===== src/rtl/scl_pkg.sv =====
// scl_pkg: types, codes and command names for the serial command line parser
// used by every module under rtl; no dependencies

package scl_pkg;

   localparam int MAX_LINE_DEF = 11;
   localparam int NAME_LEN     = 5;
   localparam int NAME_W       = 8 * NAME_LEN;
   localparam int CMD_COUNT    = 9;
   localparam logic [15:0] VALUE_LIMIT_RST = 16'd50296;

   localparam logic [3:0] CMD_RDALL = 4'd0;
   localparam logic [3:0] CMD_WRMDL = 4'd4;
   localparam logic [3:0] CMD_WRRNG = 4'd5;
   localparam logic [3:0] CMD_NONE  = 4'd9;

   localparam logic [7:0] CHAR_CR = 8'h0D;
   localparam logic [7:0] CHAR_LF = 8'h0A;

   typedef enum logic [1:0] {
      ST_MORE  = 2'd0,
      ST_ERR   = 2'd1,
      ST_OK    = 2'd2,
      ST_QUIET = 2'd3
   } status_type;

   typedef enum logic [2:0] {
      CLS_LETTER,
      CLS_SIGN,
      CLS_DIGIT,
      CLS_CR,
      CLS_LF,
      CLS_OTHER
   } char_class_type;

   typedef struct packed {
      char_class_type cls;
      logic [7:0]     ch;
      logic [3:0]     digit;
      logic           minus;
   } char_info_type;

   typedef struct packed {
      status_type  status;
      logic [3:0]  command;
      logic [15:0] value;
   } result_type;

   // byte k of the name sits at bits 8k+7:8k
   function automatic logic [NAME_W-1:0] name_pack(input logic [NAME_W-1:0] s);
      logic [NAME_W-1:0] r;
      r = '0;
      for (int k = 0; k < NAME_LEN; k++) begin
         r[8*k +: 8] = s[8*(NAME_LEN-1-k) +: 8];
      end
      return r;
   endfunction

   localparam logic [NAME_W-1:0] CMD_NAMES [CMD_COUNT] = '{
      name_pack("RDALL"), name_pack("SWRST"), name_pack("PMCLR"),
      name_pack("SETIM"), name_pack("WRMDL"), name_pack("WRRNG"),
      name_pack("ENDSP"), name_pack("DSDSP"), name_pack("ENJKN")
   };

endpackage


===== src/rtl/scl_classify.sv =====
// scl_classify: folds case and sorts one received byte into a character class
// depends on scl_pkg

module scl_classify
   import scl_pkg::*;
(
   input  logic [7:0]    rx_byte,
   output char_info_type info
);

   logic [7:0] folded;

   always_comb begin
      folded = rx_byte;
      if (rx_byte >= 8'h61 && rx_byte <= 8'h7A) begin
         folded = rx_byte - 8'h20;
      end
      info.ch    = folded;
      info.digit = folded[3:0];
      info.minus = (folded == 8'h2D);
      if (folded >= 8'h41 && folded <= 8'h5A) begin
         info.cls = CLS_LETTER;
      end else if (folded == 8'h2B || folded == 8'h2D) begin
         info.cls = CLS_SIGN;
      end else if (folded >= 8'h30 && folded <= 8'h39) begin
         info.cls = CLS_DIGIT;
      end else if (folded == CHAR_CR) begin
         info.cls = CLS_CR;
      end else if (folded == CHAR_LF) begin
         info.cls = CLS_LF;
      end else begin
         info.cls = CLS_OTHER;
      end
   end

endmodule


===== src/rtl/scl_line.sv =====
// scl_line: line state registers and the per-byte result of the parser
// depends on scl_pkg

module scl_line
   import scl_pkg::*;
#(
   parameter int MAX_LINE = MAX_LINE_DEF
) (
   input  logic          clock,
   input  logic          reset,
   input  logic          step,
   input  char_info_type info,
   input  logic [15:0]   value_limit,
   output result_type    result
);

   localparam int LINE_CAP = MAX_LINE + 2;
   localparam int POS_W    = $clog2(LINE_CAP + 1);

   logic [POS_W-1:0]  pos_ff, pos_in;
   logic [NAME_W-1:0] name_ff, name_in;
   logic [1:0]        cr_ff, cr_in;
   logic [15:0]       accum_ff, accum_in;
   logic              neg_ff, neg_in;
   logic              closed_ff, closed_in;

   logic [POS_W-1:0]  pos_inc;
   logic [NAME_W-1:0] name_put;
   logic [3:0]        match_idx;
   logic              match_hit;
   logic [15:0]       signed_value;
   logic              clear;

   assign pos_inc      = pos_ff + 1'b1;
   assign signed_value = neg_ff ? (16'd0 - accum_ff) : accum_ff;

   always_comb begin
      name_put = name_ff;
      for (int k = 0; k < NAME_LEN; k++) begin
         if (pos_ff == POS_W'(k)) begin
            name_put[8*k +: 8] = info.ch;
         end
      end
   end

   always_comb begin
      match_idx = CMD_NONE;
      match_hit = 1'b0;
      for (int i = CMD_COUNT - 1; i >= 0; i--) begin
         if (name_ff == CMD_NAMES[i]) begin
            match_idx = 4'(i);
            match_hit = 1'b1;
         end
      end
   end

   always_comb begin
      pos_in         = pos_ff;
      name_in        = name_ff;
      cr_in          = cr_ff;
      accum_in       = accum_ff;
      neg_in         = neg_ff;
      closed_in      = closed_ff;
      clear          = 1'b0;
      result.status  = ST_MORE;
      result.command = CMD_NONE;
      result.value   = 16'd0;
      case (info.cls)
         CLS_LETTER: begin
            if (pos_ff < POS_W'(NAME_LEN)) begin
               name_in = name_put;
               pos_in  = pos_inc;
            end else begin
               clear = 1'b1;
            end
         end
         CLS_SIGN: begin
            if (pos_ff == POS_W'(NAME_LEN)) begin
               pos_in = pos_inc;
               if (!closed_ff) begin
                  neg_in = info.minus;
               end
            end else begin
               clear = 1'b1;
            end
         end
         CLS_DIGIT: begin
            if (pos_ff >= POS_W'(NAME_LEN) && pos_ff < POS_W'(MAX_LINE)) begin
               pos_in = pos_inc;
               if (!closed_ff) begin
                  accum_in = {accum_ff[12:0], 3'b000} + {accum_ff[14:0], 1'b0}
                             + {12'd0, info.digit};
               end
            end else begin
               clear = 1'b1;
            end
         end
         CLS_CR: begin
            if (pos_ff < POS_W'(LINE_CAP)) begin
               name_in   = name_put;
               pos_in    = pos_inc;
               closed_in = 1'b1;
               if (cr_ff != 2'd3) begin
                  cr_in = cr_ff + 2'd1;
               end
            end else begin
               clear = 1'b1;
            end
         end
         CLS_LF: begin
            clear = 1'b1;
            if (pos_ff < POS_W'(LINE_CAP) && cr_ff == 2'd1 && match_hit) begin
               result.command = match_idx;
               if (match_idx == CMD_RDALL) begin
                  result.status = ST_QUIET;
               end else if (match_idx == CMD_WRMDL || match_idx == CMD_WRRNG) begin
                  result.value  = signed_value;
                  result.status = (signed_value <= value_limit) ? ST_OK : ST_ERR;
               end else begin
                  result.status = ST_OK;
               end
            end
         end
         default: begin
            clear = 1'b1;
         end
      endcase
      if (clear) begin
         if (result.status == ST_MORE) begin
            result.status = ST_ERR;
         end
         pos_in    = '0;
         name_in   = '0;
         cr_in     = 2'd0;
         accum_in  = 16'd0;
         neg_in    = 1'b0;
         closed_in = 1'b0;
      end
   end

   always_ff @(posedge clock) begin
      if (reset) begin
         pos_ff    <= '0;
         name_ff   <= '0;
         cr_ff     <= 2'd0;
         accum_ff  <= 16'd0;
         neg_ff    <= 1'b0;
         closed_ff <= 1'b0;
      end else if (step) begin
         pos_ff    <= pos_in;
         name_ff   <= name_in;
         cr_ff     <= cr_in;
         accum_ff  <= accum_in;
         neg_ff    <= neg_in;
         closed_ff <= closed_in;
      end
   end

endmodule


===== src/rtl/serial_command_line_parser.sv =====
// serial_command_line_parser: top level, input register, result register and
// the threshold register; depends on scl_pkg, scl_classify and scl_line
//
// One beat on req_ carries one received byte; every byte gives exactly one
// beat on rsp_ with a status, the matched command and the parsed value.
// Status 0 means the line continues, 1 error, 2 ok, 3 accepted silently.
// Lines are five letters, an optional sign, digits, then CR LF; a bad byte
// answers error and drops the line.
// csr_ writes the 16-bit threshold used by the two write commands; write it
// only while no byte is in flight. csr_ready is always high.
// A req_ beat passes through the input register, then the parse logic into
// the result register. Throughput is one byte per cycle while rsp_tready
// stays high. When rsp_tready is low the result register holds and the
// input register fills, after which req_tready drops until the sink takes
// the pending beat.
// Reset clears the line, both pipeline stages and restores the threshold
// to 50296.

module serial_command_line_parser
   import scl_pkg::*;
#(
   parameter int MAX_LINE = MAX_LINE_DEF
) (
   input  logic        clock,
   input  logic        reset,
   input  logic        req_tvalid,
   output logic        req_tready,
   input  logic [7:0]  req_tdata,   // rx_byte
   output logic        rsp_tvalid,
   input  logic        rsp_tready,
   output logic [23:0] rsp_tdata,   // status[1:0], command[5:2], value[21:6], zero
   input  logic        csr_valid,
   output logic        csr_ready,
   input  logic [15:0] csr_data     // value_limit
);

   logic          in_valid_ff, in_valid_in;
   logic [7:0]    in_byte_ff;
   logic          out_valid_ff, out_valid_in;
   result_type    out_data_ff;
   logic [15:0]   limit_ff;
   logic          advance;
   char_info_type info;
   result_type    result;

   assign advance      = !out_valid_ff || rsp_tready;
   assign req_tready   = !in_valid_ff || advance;
   assign in_valid_in  = req_tready ? req_tvalid : in_valid_ff;
   assign out_valid_in = advance ? in_valid_ff : out_valid_ff;
   assign csr_ready    = 1'b1;

   scl_classify u_classify (
      .rx_byte (in_byte_ff),
      .info    (info)
   );

   scl_line #(
      .MAX_LINE (MAX_LINE)
   ) u_line (
      .clock       (clock),
      .reset       (reset),
      .step        (advance && in_valid_ff),
      .info        (info),
      .value_limit (limit_ff),
      .result      (result)
   );

   always_ff @(posedge clock) begin
      if (reset) begin
         in_valid_ff  <= 1'b0;
         out_valid_ff <= 1'b0;
         limit_ff     <= VALUE_LIMIT_RST;
      end else begin
         in_valid_ff  <= in_valid_in;
         out_valid_ff <= out_valid_in;
         if (csr_valid) begin
            limit_ff <= csr_data;
         end
      end
   end

   always_ff @(posedge clock) begin
      if (req_tready && req_tvalid) begin
         in_byte_ff <= req_tdata;
      end
      if (advance && in_valid_ff) begin
         out_data_ff <= result;
      end
   end

   assign rsp_tvalid = out_valid_ff;
   assign rsp_tdata  = {2'b00, out_data_ff.value, out_data_ff.command, out_data_ff.status};

endmodule


===== config.mk =====
export PLATFORM = sky130hd
export DESIGN_NAME = serial_command_line_parser
export DESIGN_NICKNAME = d
export VERILOG_FILES = /design/src/rtl/scl_pkg.sv /design/src/rtl/scl_classify.sv /design/src/rtl/scl_line.sv /design/src/rtl/serial_command_line_parser.sv
export SDC_FILE = /design/constraint.sdc
export NUM_CORES = 1
export LEC_CHECK = 0
export ABC_AREA = 1
export BUFFER_PORTS_ARGS = -buffer_cell sky130_fd_sc_hd__buf_2
export CAP_MARGIN = 5
export CORE_MARGIN = 5
export CORE_UTILIZATION = 51
export CTS_BUF_LIST = sky130_fd_sc_hd__clkbuf_8
export CTS_CLUSTER_SIZE = 12
export DETAILED_ROUTE_END_ITERATION = 10
export GPL_TIMING_DRIVEN = 0
export MAX_ROUTING_LAYER = met4
export PLACE_DENSITY = 0.7
export SYNTH_ARGS = -nofsm -noshare
export SYNTH_HDL_FRONTEND = slang
export SYNTH_SLANG_ARGS = --single-unit

===== constraint.sdc =====
create_clock -name clock -period 3.9 [get_ports clock]
set_clock_uncertainty 0.05 [all_clocks]
set_input_delay 0.975 -clock clock [delete_from_list [all_inputs] [get_ports clock]]
set_output_delay 0.975 -clock clock [all_outputs]
set_load 0.05 [all_outputs]

======== Yosys cells after proc, flatten, opt, wreduce, memory -nomap -nowiden ========
Index checks and enable logic that the tools add are counted.
Widths: inputs -> output; s select.
word-level totals
  bits in registers ....................... 112
  bits of input ports ..................... 29
  output and inout port bits .............. 27
  logic and storage cells ................. 168
operators by class
  add/sub/neg operators ................... 6
  $lt $le $gt $ge ......................... 11
  equality and inequality tests ........... 31
  mux-type cells .......................... 69
  bitwise logic cells ..................... 3
  reduce and logical (&&, ||, !) cells .... 35
operators with widths
  operator               count
  $eq 40x39->1 const B   9
  $mux 40                3
  $mux 16                7
  $pmux 40 s2            1
  $mux 4                 13
  $mux 8                 6
  $mux 22                2
  $mux 1                 22
  $mux 2                 9
  $add 16x16->16         1
  $add 16x4->16          1
  $eq 4x3->1 const B     4
  $eq 8x4->1 const B     2
  $eq 8x6->1 const B     2
  $ge 8x7->1 const B     2
  $le 16x16->1           1
  $le 8x7->1 const B     2
  $pmux 4 s4             1
  $reduce_and 4->1       4
  $sub 1x16->16 const A  1
  $reduce_bool 2->1      7
  $mux 3                 4
  $ne 3x1->1 const B     4
  $eq 4x2->1 const B     2
  other kinds (28)       45

======== Depth between registers and ports, before layout ========
Gate-level depths: netlist (run 1).
  word-level depth ........................ 19
  mapped depth ............................ 21
  gate-level depth less buffers ........... 20

======== By module ========
Synthesis (run 1) repeated with hierarchy kept, for this count alone.
second synthesis, totals
  cell total of the unflattened synthesis .. 1007
  area total of the unflattened synthesis .. 7168.1 um^2
modules (own cells, without submodules)
  module                      instances  cells an instance  area an instance (um^2)  sequential area each (um^2)
  scl_line                    1          812                5158.7                   1281.2
  serial_command_line_parser  1          116                1579.0                   1261.2
  scl_classify                1          79                 430.4                    0.0

======== Worst setup path after synthesis (run 1) ========
OpenSTA, ideal clock, no wires.
  path type ............................... register -> register
  start ................................... register u_line.accum_ff[0]
  end ..................................... register out_data_ff, in the netlist rsp_tdata[0] (data pin)
  library setup time ...................... 259 ps
  data arrival time ....................... 2481 ps
  data required time ...................... 3591 ps
  path slack .............................. 1110 ps
  cell stages (with the launch flop) ...... 20
  path buffers ............................ 0
  clock period less this slack ............ 2790 ps
  cell sequence ........................... dfxtp_1 inv_1 ha_1 inv_1 nor3_1 nand3_1 nor3_1 nand3_1 o21ai_0 xor2_1 inv_1 ha_1 nand2_1 inv_1 nand2_1 nor3_1 a21oi_1 a21boi_0 nor2_1 a21oi_1
RTL lines
  what                    RTL line                          text
  from (decl)             scl_line.sv:23                    logic [15:0] accum_ff, accum_in;
  from (signal assigned)  scl_line.sv:153                   accum_ff <= accum_in;
  to (signal assigned)    serial_command_line_parser.sv:87  out_data_ff <= result;
  to (decl)               serial_command_line_parser.sv:40  result_type out_data_ff;

==> metrics.md, run 1 <==
| Metric | Value |
|---|---|
| Total iterations of the first detailed-routing run | `5` |
| Root buf cell | `clkbuf_8` |
| Vias in the first global route | `between 5,000 and 6,000` |
| Fin Setup TNS | `0 ns` |
| Fillers | `approximately 1,300` |
| Vias per Instance | `5.07` |
| Max-slew headroom | `46.6%` |
| Post-synth top area cell | `dfxtp_1` |
| Area occupied by multi-input gates | `3600 um2` |
| CP Capture Type | `flip-flop` |
| Layout Utilization | `a little under three fifths` |
| Crit path launch type | `flip-flop` |
| Unrepaired setup endpoints after global routing | `no` |
| Layout cells sized above 1 | `13.7%` |
| Max Slew Vio Count | `0` |
| Max Freq | `295 MHz` |
| Synth area leaders | `dfxtp_1 24%, edfxtp_1 13%, ha_1 9.4%` |
| Ys async rst share | `0%` |
| Clk pwr share | `27.5%` |
| Logic pwr share | `19.0%` |
| Tot Pwr | `2.41 mW` |
| Worst path required time | `4.11 ns` |
| Postcts setup bufs | `0` |
| Largest net degree at the start of global routing | `32` |
| Clk_lat worst skew | `just under 0.4 ns` |
| Initial Util | `~52%` |
| Net switching power | `0.774 mW` |
| Worst slew pin tran | `0.802 ns` |
| Worst path top cell family by delay | `simple AND/OR/NAND/NOR gates` |
| CP startpoint | `u_line.accum_ff[0]` |
| Initial antenna violation count | `0` |
| Final Cycle Share | `87.0%` |
| Overall die area | `approximately 16,000 um2` |
| Final wirelength | `~16,000 um` |
| Depth of the worst register-to-register path | `20` |
| Worst-path clk slew | `0.11 ns` |
| Pleak | `3.21 nW` |
| Pwr/cell area | `322 nW/um2` |
| First-pass GRT wire length | `26,700 um` |
| Setup crit end | `rsp_tdata[0]` |
| Max_cap viols | `0` |
| Worst-path cell chain | `inv_1, ha_1, inv_1, nor3_1, nand3_1, nor3_2, nand3_1, nand2_1, o21ai_0, xor2_1, inv_1, ha_1, nand2_1, nor3_1, nand2_1, nand3_1, nand2_1, a21boi_0, nor2_1, a21oi_1` |
| Die W | `126 um` |
| Share of the synthesized area in the top cell type | `about a quarter` |
| Synth-to-Final Area Change | `9.79%` |
| Reg2reg setup slack | `0.51 ns` |
| Clk sinks | `112` |
| Cell Rows | `between 40 and 50` |
| I/O Pins | `56` |
| Crit path max fanout | `5` |
| Mapped Cells | `920` |
| Core ar. | `roughly 13,000 um2` |
| FF+latch area | `2540 um2` |
| Count leader, synth | `nand2_1` |
| R2R Path End | `rsp_tdata[0]` |
| Detailed placement HPWL | `12,300 um` |
| Internal power | `1.63 mW` |
| Routed WL per cell | `13.6 um` |
| Switching Fraction | `32.2%` |
| Syn Area/Cell | `7.41 um2` |
| Initial DRC Count | `roughly 520` |
| Final ANT Viol Nets | `0` |
| Crit path DAT | `3.60 ns` |
| Sequential-to-total area share from yosys stat | `37.3%` |
| TritonCTS buffer count | `9` |
| DRC | `0` |
| GRT Overall Usage | `21.3%` |
| CP peak stage delay | `0.40 ns` |
| Final hold violations | `0` |
| Total grt overflow | `0` |
| Worst ir drop on vdd | `around 0.17 mV` |
| Worst path most repeated cell | `nand2_1` |
| Die Y | `between 100 and 150 um` |
| Post-synth EDFFs | `30` |
| Routability cong. | `around 0.96` |
| Yosys warning count | `0` |
| Crit path depth | `20` |
| Share of power burned in registers | `53.5%` |
| Final setup fails | `0` |
| Worst hold path type | `reg -> reg` |
| Ant. Diodes | `0` |
| Nets | `~1,100` |
| Vias | `~5,900` |
| CTS Buffer Depth | `2` |
| Reg2Reg Launch Point | `u_line.accum_ff[0]` |
| # port buffers | `51` |
| Max H-tree Level | `3` |
| Top FF cell, synth | `dfxtp_1` |
| Outcome | `finished clean` |
| WS Path Type | `reg -> reg` |
| CTS Hold Bufs | `0` |
| Unique cell type count in the Yosys netlist | `50` |
| Worst Path Buf+Inv | `3` |
| Post-synth top cells | `145 x nand2_1, 135 x nor2_1, 128 x inv_1, 82 x dfxtp_1, 63 x a21oi_1` |
| CTS tree | `done` |
| Slowest stage cell, crit path | `dfxtp_1` |
| Tmin final | `3.39 ns` |
| #FFs+latches synth | `around 110` |
| Mapped Area | `6810 um2` |
## power groups by stage
stage          Sequential, mW  Clock (mW)  Combinational [mW]
2_1_floorplan            1.34           0               0.306
3_3_place_gp             1.31           0               0.449
3_5_place_dp             1.31           0               0.455
4_1_cts                  1.29       0.676               0.456
5_1_grt                  1.29       0.723               0.519
6_report                 1.29       0.662               0.457
## metrics by stage
stage / instances / worst slack [ns] / cell area [um2] / hold WS (ns)
3_3_place_gp: 1148 / 0.517 / 7290 / 0.381
3_5_place_dp: 1148 / 0.475 / 7290 / 0.379
2_1_floorplan: 921 / 1.11 / 6820 / 0.369
4_1_cts: 1164 / 0.433 / 7480 / 0.396
6_report: 1164 / 0.506 / 7480 / 0.398
5_1_grt: 1164 / 0.0773 / 7480 / 0.428
## worst reg2reg max path, stage by stage (launching register included)
cell,delay [ns]
dfxtp_1,0.40
inv_1,0.18
ha_1,0.18
inv_1,0.05
nor3_1,0.17
nand3_1,0.13
nor3_2,0.16
nand3_1,0.12
nand2_1,0.10
o21ai_0,0.11
xor2_1,0.21
inv_1,0.09
ha_1,0.29
nand2_1,0.05
nor3_1,0.27
nand2_1,0.09
nand3_1,0.07
nand2_1,0.05
a21boi_0,0.25
nor2_1,0.10
a21oi_1,0.14
## area by class of cell
type | instances | share of cell area, %
repair buffers | 51 | 3.41
plain buffers | 26 | 2.29
inverters | 135 | 6.81
multi-input cells | 648 | 48.1
flip-flops and latches | 112 | 34.0
well taps | 176 | 2.94
clock buffers | 9 | 1.66
clock inverters | 7 | 0.769
## layer usage
| layer | vias up | wire (um) | track usage [%] |
|---|---|---|---|
| met4 | 0 | 296 | 6.57 |
| li1 | 3104 | - | - |
| met2 | 152 | 7110 | 33.6 |
| met5 | - | 0 | - |
| met1 | 2624 | 7630 | 28.5 |
| met3 | 22 | 829 | 2.94 |
## registers in the layout, indices dropped and copies added, names as in the netlist
register          count
in_byte_ff            8
in_valid_ff           1
limit_ff             16
rsp_tdata            22
rsp_tvalid            1
u_line.accum_ff      16
u_line.closed_ff      1
u_line.cr_ff          2
u_line.name_ff       40
u_line.neg_ff         1
u_line.pos_ff         4
## worst min path at each step
| stage | start | end | cells past startpoint |
|---|---|---|---|
| 6_report | u_line.name_ff[39] | u_line.name_ff[39] | 2 |
| 5_1_grt | u_line.name_ff[7] | u_line.name_ff[7] | 2 |
| 4_1_cts | u_line.name_ff[39] | u_line.name_ff[39] | 2 |
| 3_5_place_dp | u_line.name_ff[39] | u_line.name_ff[39] | 2 |
| 3_3_place_gp | u_line.name_ff[39] | u_line.name_ff[39] | 2 |
| 2_1_floorplan | u_line.name_ff[39] | u_line.name_ff[39] | 2 |
## cells in the final DEF, fill, tap and decap left out, types with 5 or more instances in the layout
cell type    n
a21oi_1     63
buf_2       53
buf_4        7
buf_6        5
clkbuf_1     8
clkbuf_8     9
dfxtp_1     82
edfxtp_1    30
ha_1        51
inv_1      129
inv_2        6
nand2_1    145
nand2_2     15
nand3_1     59
nand4_1     19
nor2_1     135
nor2_2      12
nor3_1      31
nor4_1       5
o21ai_0     42
or2_2        8
xor2_1      25
## repair_timing
item | CTS | global route
endpoints found under the hold margin | 0 | 0
setup endpoints to repair | 0 | 1
gates resized for setup | 0 | 1
## kinds of logic (layout without fill, tap and decap cells)
| group | after synthesis | count (layout) | share of synthesized area (%) |
|---|---|---|---|
| AOI/OAI and AO/OA | 122 | 122 | 9.75 |
| xor gates and xnor gates | 27 | 27 | 3.47 |
| adders and majority gates | 53 | 53 | 9.95 |
| buffers and inverters | 161 | 228 | 9.97 |
| DFF | 112 | 112 | 37.3 |
| other | 2 | 3 | 0.110 |
| and+or+nand+nor | 443 | 443 | 29.4 |
No activity file was read; power rests on OpenSTA's default activity.
==> inputs of run 2 (changes only) <==
Settings changed: CORE_MARGIN 5 to default.
==> metrics.md, run 2 (synthesis gave the netlist of run 1 again) <==
| Metric | Value |
|---|---|
| Outcome | `finished clean` |
| Fillers | `1,249 (-2.7%)` |
| Crit path launch type | `flip-flop` |
| Max-slew headroom | `50.6% (+4.0 points)` |
| FF+latch area | `2540 um2 (unchanged)` |
| WHS Path Cells | `2 (unchanged)` |
| Final ANT Viol Nets | `0 (unchanged)` |
| Unrepaired setup endpoints after global routing | `no` |
| Worst ir drop on vdd | `0.176 mV (+5.2%)` |
| Area occupied by multi-input gates | `3600 um2 (-0.14%)` |
| CTS resizes | `0 (unchanged)` |
| # port buffers | `51 (unchanged)` |
| Die Y | `118 um (-6.4%)` |
| Detailed placement HPWL | `12,000 um (-2.7%)` |
| Pwr/cell area | `322 nW/um2 (+0.15%)` |
| TritonCTS buffer count | `9 (unchanged)` |
| Overall die area | `13,800 um2 (-12%)` |
| Worst hold path type | `reg -> reg` |
| CTS tree | `done` |
| Most flop-heavy register | `u_line.name_ff` |
| Max Freq | `290 MHz (-1.7%)` |
| Max H-tree Level | `3 (unchanged)` |
| Vias | `5,870 (-0.54%)` |
| CTS Buffer Depth | `2 (unchanged)` |
| Max FFs per register | `40 (unchanged)` |
| Final Cycle Share | `88.5% (+1.5 points)` |
| Most frequent cells in the layout | `145 x nand2_1, 135 x nor2_1, 129 x inv_1` |
| I/O Pins | `56 (unchanged)` |
| Non-Filler Cell Area, Final | `7470 um2 (-0.18%)` |
| CP Capture Type | `flip-flop` |
| Final setup fails | `0 (unchanged)` |
| Max_cap viols | `0 (unchanged)` |
| Vias per Instance | `5.06 (-0.20%)` |
| Pleak | `3.22 nW (about the same)` |
| Worst-path clk slew | `0.11 ns (about the same)` |
| Routed WL per cell | `13.2 um (-2.8%)` |
| Clk sinks | `112 (unchanged)` |
| Total iterations of the first detailed-routing run | `7 (+2)` |
| Final wirelength | `15,400 um (-3.2%)` |
| Final hold violations | `0 (unchanged)` |
| Largest net degree at the start of global routing | `32 (unchanged)` |
| Depth of the worst register-to-register path | `20 (unchanged)` |
| Reg2reg setup slack | `0.45 ns (-0.06 ns)` |
| Routability cong. | `0.950 (-0.98%)` |
| Total grt overflow | `0 (unchanged)` |
| Initial antenna violation count | `0 (unchanged)` |
| Layout cells sized above 1 | `13.6% (-0.10 points)` |
| Fin Setup TNS | `0 ns (unchanged)` |
| Crit path DAT | `3.65 ns (+0.05 ns)` |
| First-pass GRT wire length | `25,800 um (-3.4%)` |
| Commonest non-fill, non-tap cell in the layout | `nand2_1` |
| Crit path max fanout | `5 (unchanged)` |
| Ant. Diodes | `0 (unchanged)` |
| Tot Pwr | `2.40 mW (about the same)` |
| Nets | `1,065 (unchanged)` |
| Vias in the first global route | `5,368 (-2.6%)` |
| Tmin final | `3.45 ns (+0.0587 ns)` |
| Cell Rows | `41 (-2.4%)` |
| Placed Area | `7290 um2 (about the same)` |
| Root buf cell | `clkbuf_8` |
| GRT Overall Usage | `24.0% (+2.7 points)` |
| Initial DRC Count | `384 (-26%)` |
| Post-Place Setup Slack | `0.471 ns (-0.00308 ns)` |
| Initial Util | `53.1% (+1.5 points)` |
| Clk_lat worst skew | `0.39 ns (about the same)` |
| Core ar. | `12,800 um2 (-2.8%)` |
| WS Path Type | `reg -> reg` |
| Synth-to-Final Area Change | `9.58%` |
| Final setup margin | `0.447 ns (-0.0587 ns)` |
| Max Slew Vio Count | `0 (unchanged)` |
| DRC | `0 (unchanged)` |
| CTS Hold Bufs | `0 (unchanged)` |
| Worst path required time | `4.10 ns (about the same)` |
| Die W | `118 um (-6.4%)` |
| Postcts setup bufs | `0 (unchanged)` |
| Worst slew pin tran | `0.741 ns (-0.0606 ns)` |
-- run 2: power breakdown --
group / leakage, nW / switching (mW) / internal [mW]
Combinational: 2.19 / 0.310 / 0.144
Sequential: 0.935 / 0.0386 / 1.25
Clock: 0.0937 / 0.423 / 0.241
-- run 2: area by class of cell --
type	count	area share, %
buffer	26	2.30
clock buffer	9	1.66
sequential	112	34.0
timing repair buffer	51	3.42
clock inverter	7	0.721
inverter	135	6.82
multi-input combinational	648	48.2
tap	172	2.88
-- run 2: layer usage --
metal / GRT usage, % / routed length, um / vias to the layer above
li1: - / - / 3108
met1: 32.4 / 7580 / 2606
met2: 36.9 / 6730 / 136
met3: 3.29 / 706 / 20
met4: 8.41 / 340 / 0
met5: - / 0 / -
-- run 2: path summary, 6_finish.rpt --
check                     startpoint                 to
setup / recovery  u_line.accum_ff[0]       rsp_tdata[0]
hold reg to reg    u_line.name_ff[7]  u_line.name_ff[7]
hold / removal     u_line.name_ff[7]  u_line.name_ff[7]
setup reg to reg  u_line.accum_ff[0]       rsp_tdata[0]
-- run 2: worst max-delay path, cell delays in order (launching register included) --
cell and delay [ns]:
dfxtp_1 0.39, inv_1 0.17, ha_1 0.17, inv_1 0.05, nor3_1 0.19, nand3_1 0.14
nor3_1 0.21, nand3_1 0.13, nand2_1 0.11, o21ai_0 0.11, xor2_1 0.21, inv_1 0.08
ha_1 0.29, nand2_1 0.05, nor3_1 0.27, nand2_1 0.09, nand3_1 0.07, nand2_1 0.04
a21boi_0 0.27, nor2_1 0.09, a21oi_1 0.14
-- run 2: metrics by stage --
step           hold slack, ns  std cells  util (%)
2_1_floorplan           0.369        921         -
3_3_place_gp            0.380       1144      56.8
3_5_place_dp            0.384       1144      56.8
4_1_cts                 0.400       1160      58.2
5_1_grt                 0.426       1160      58.2
6_report                0.399       1160      58.2
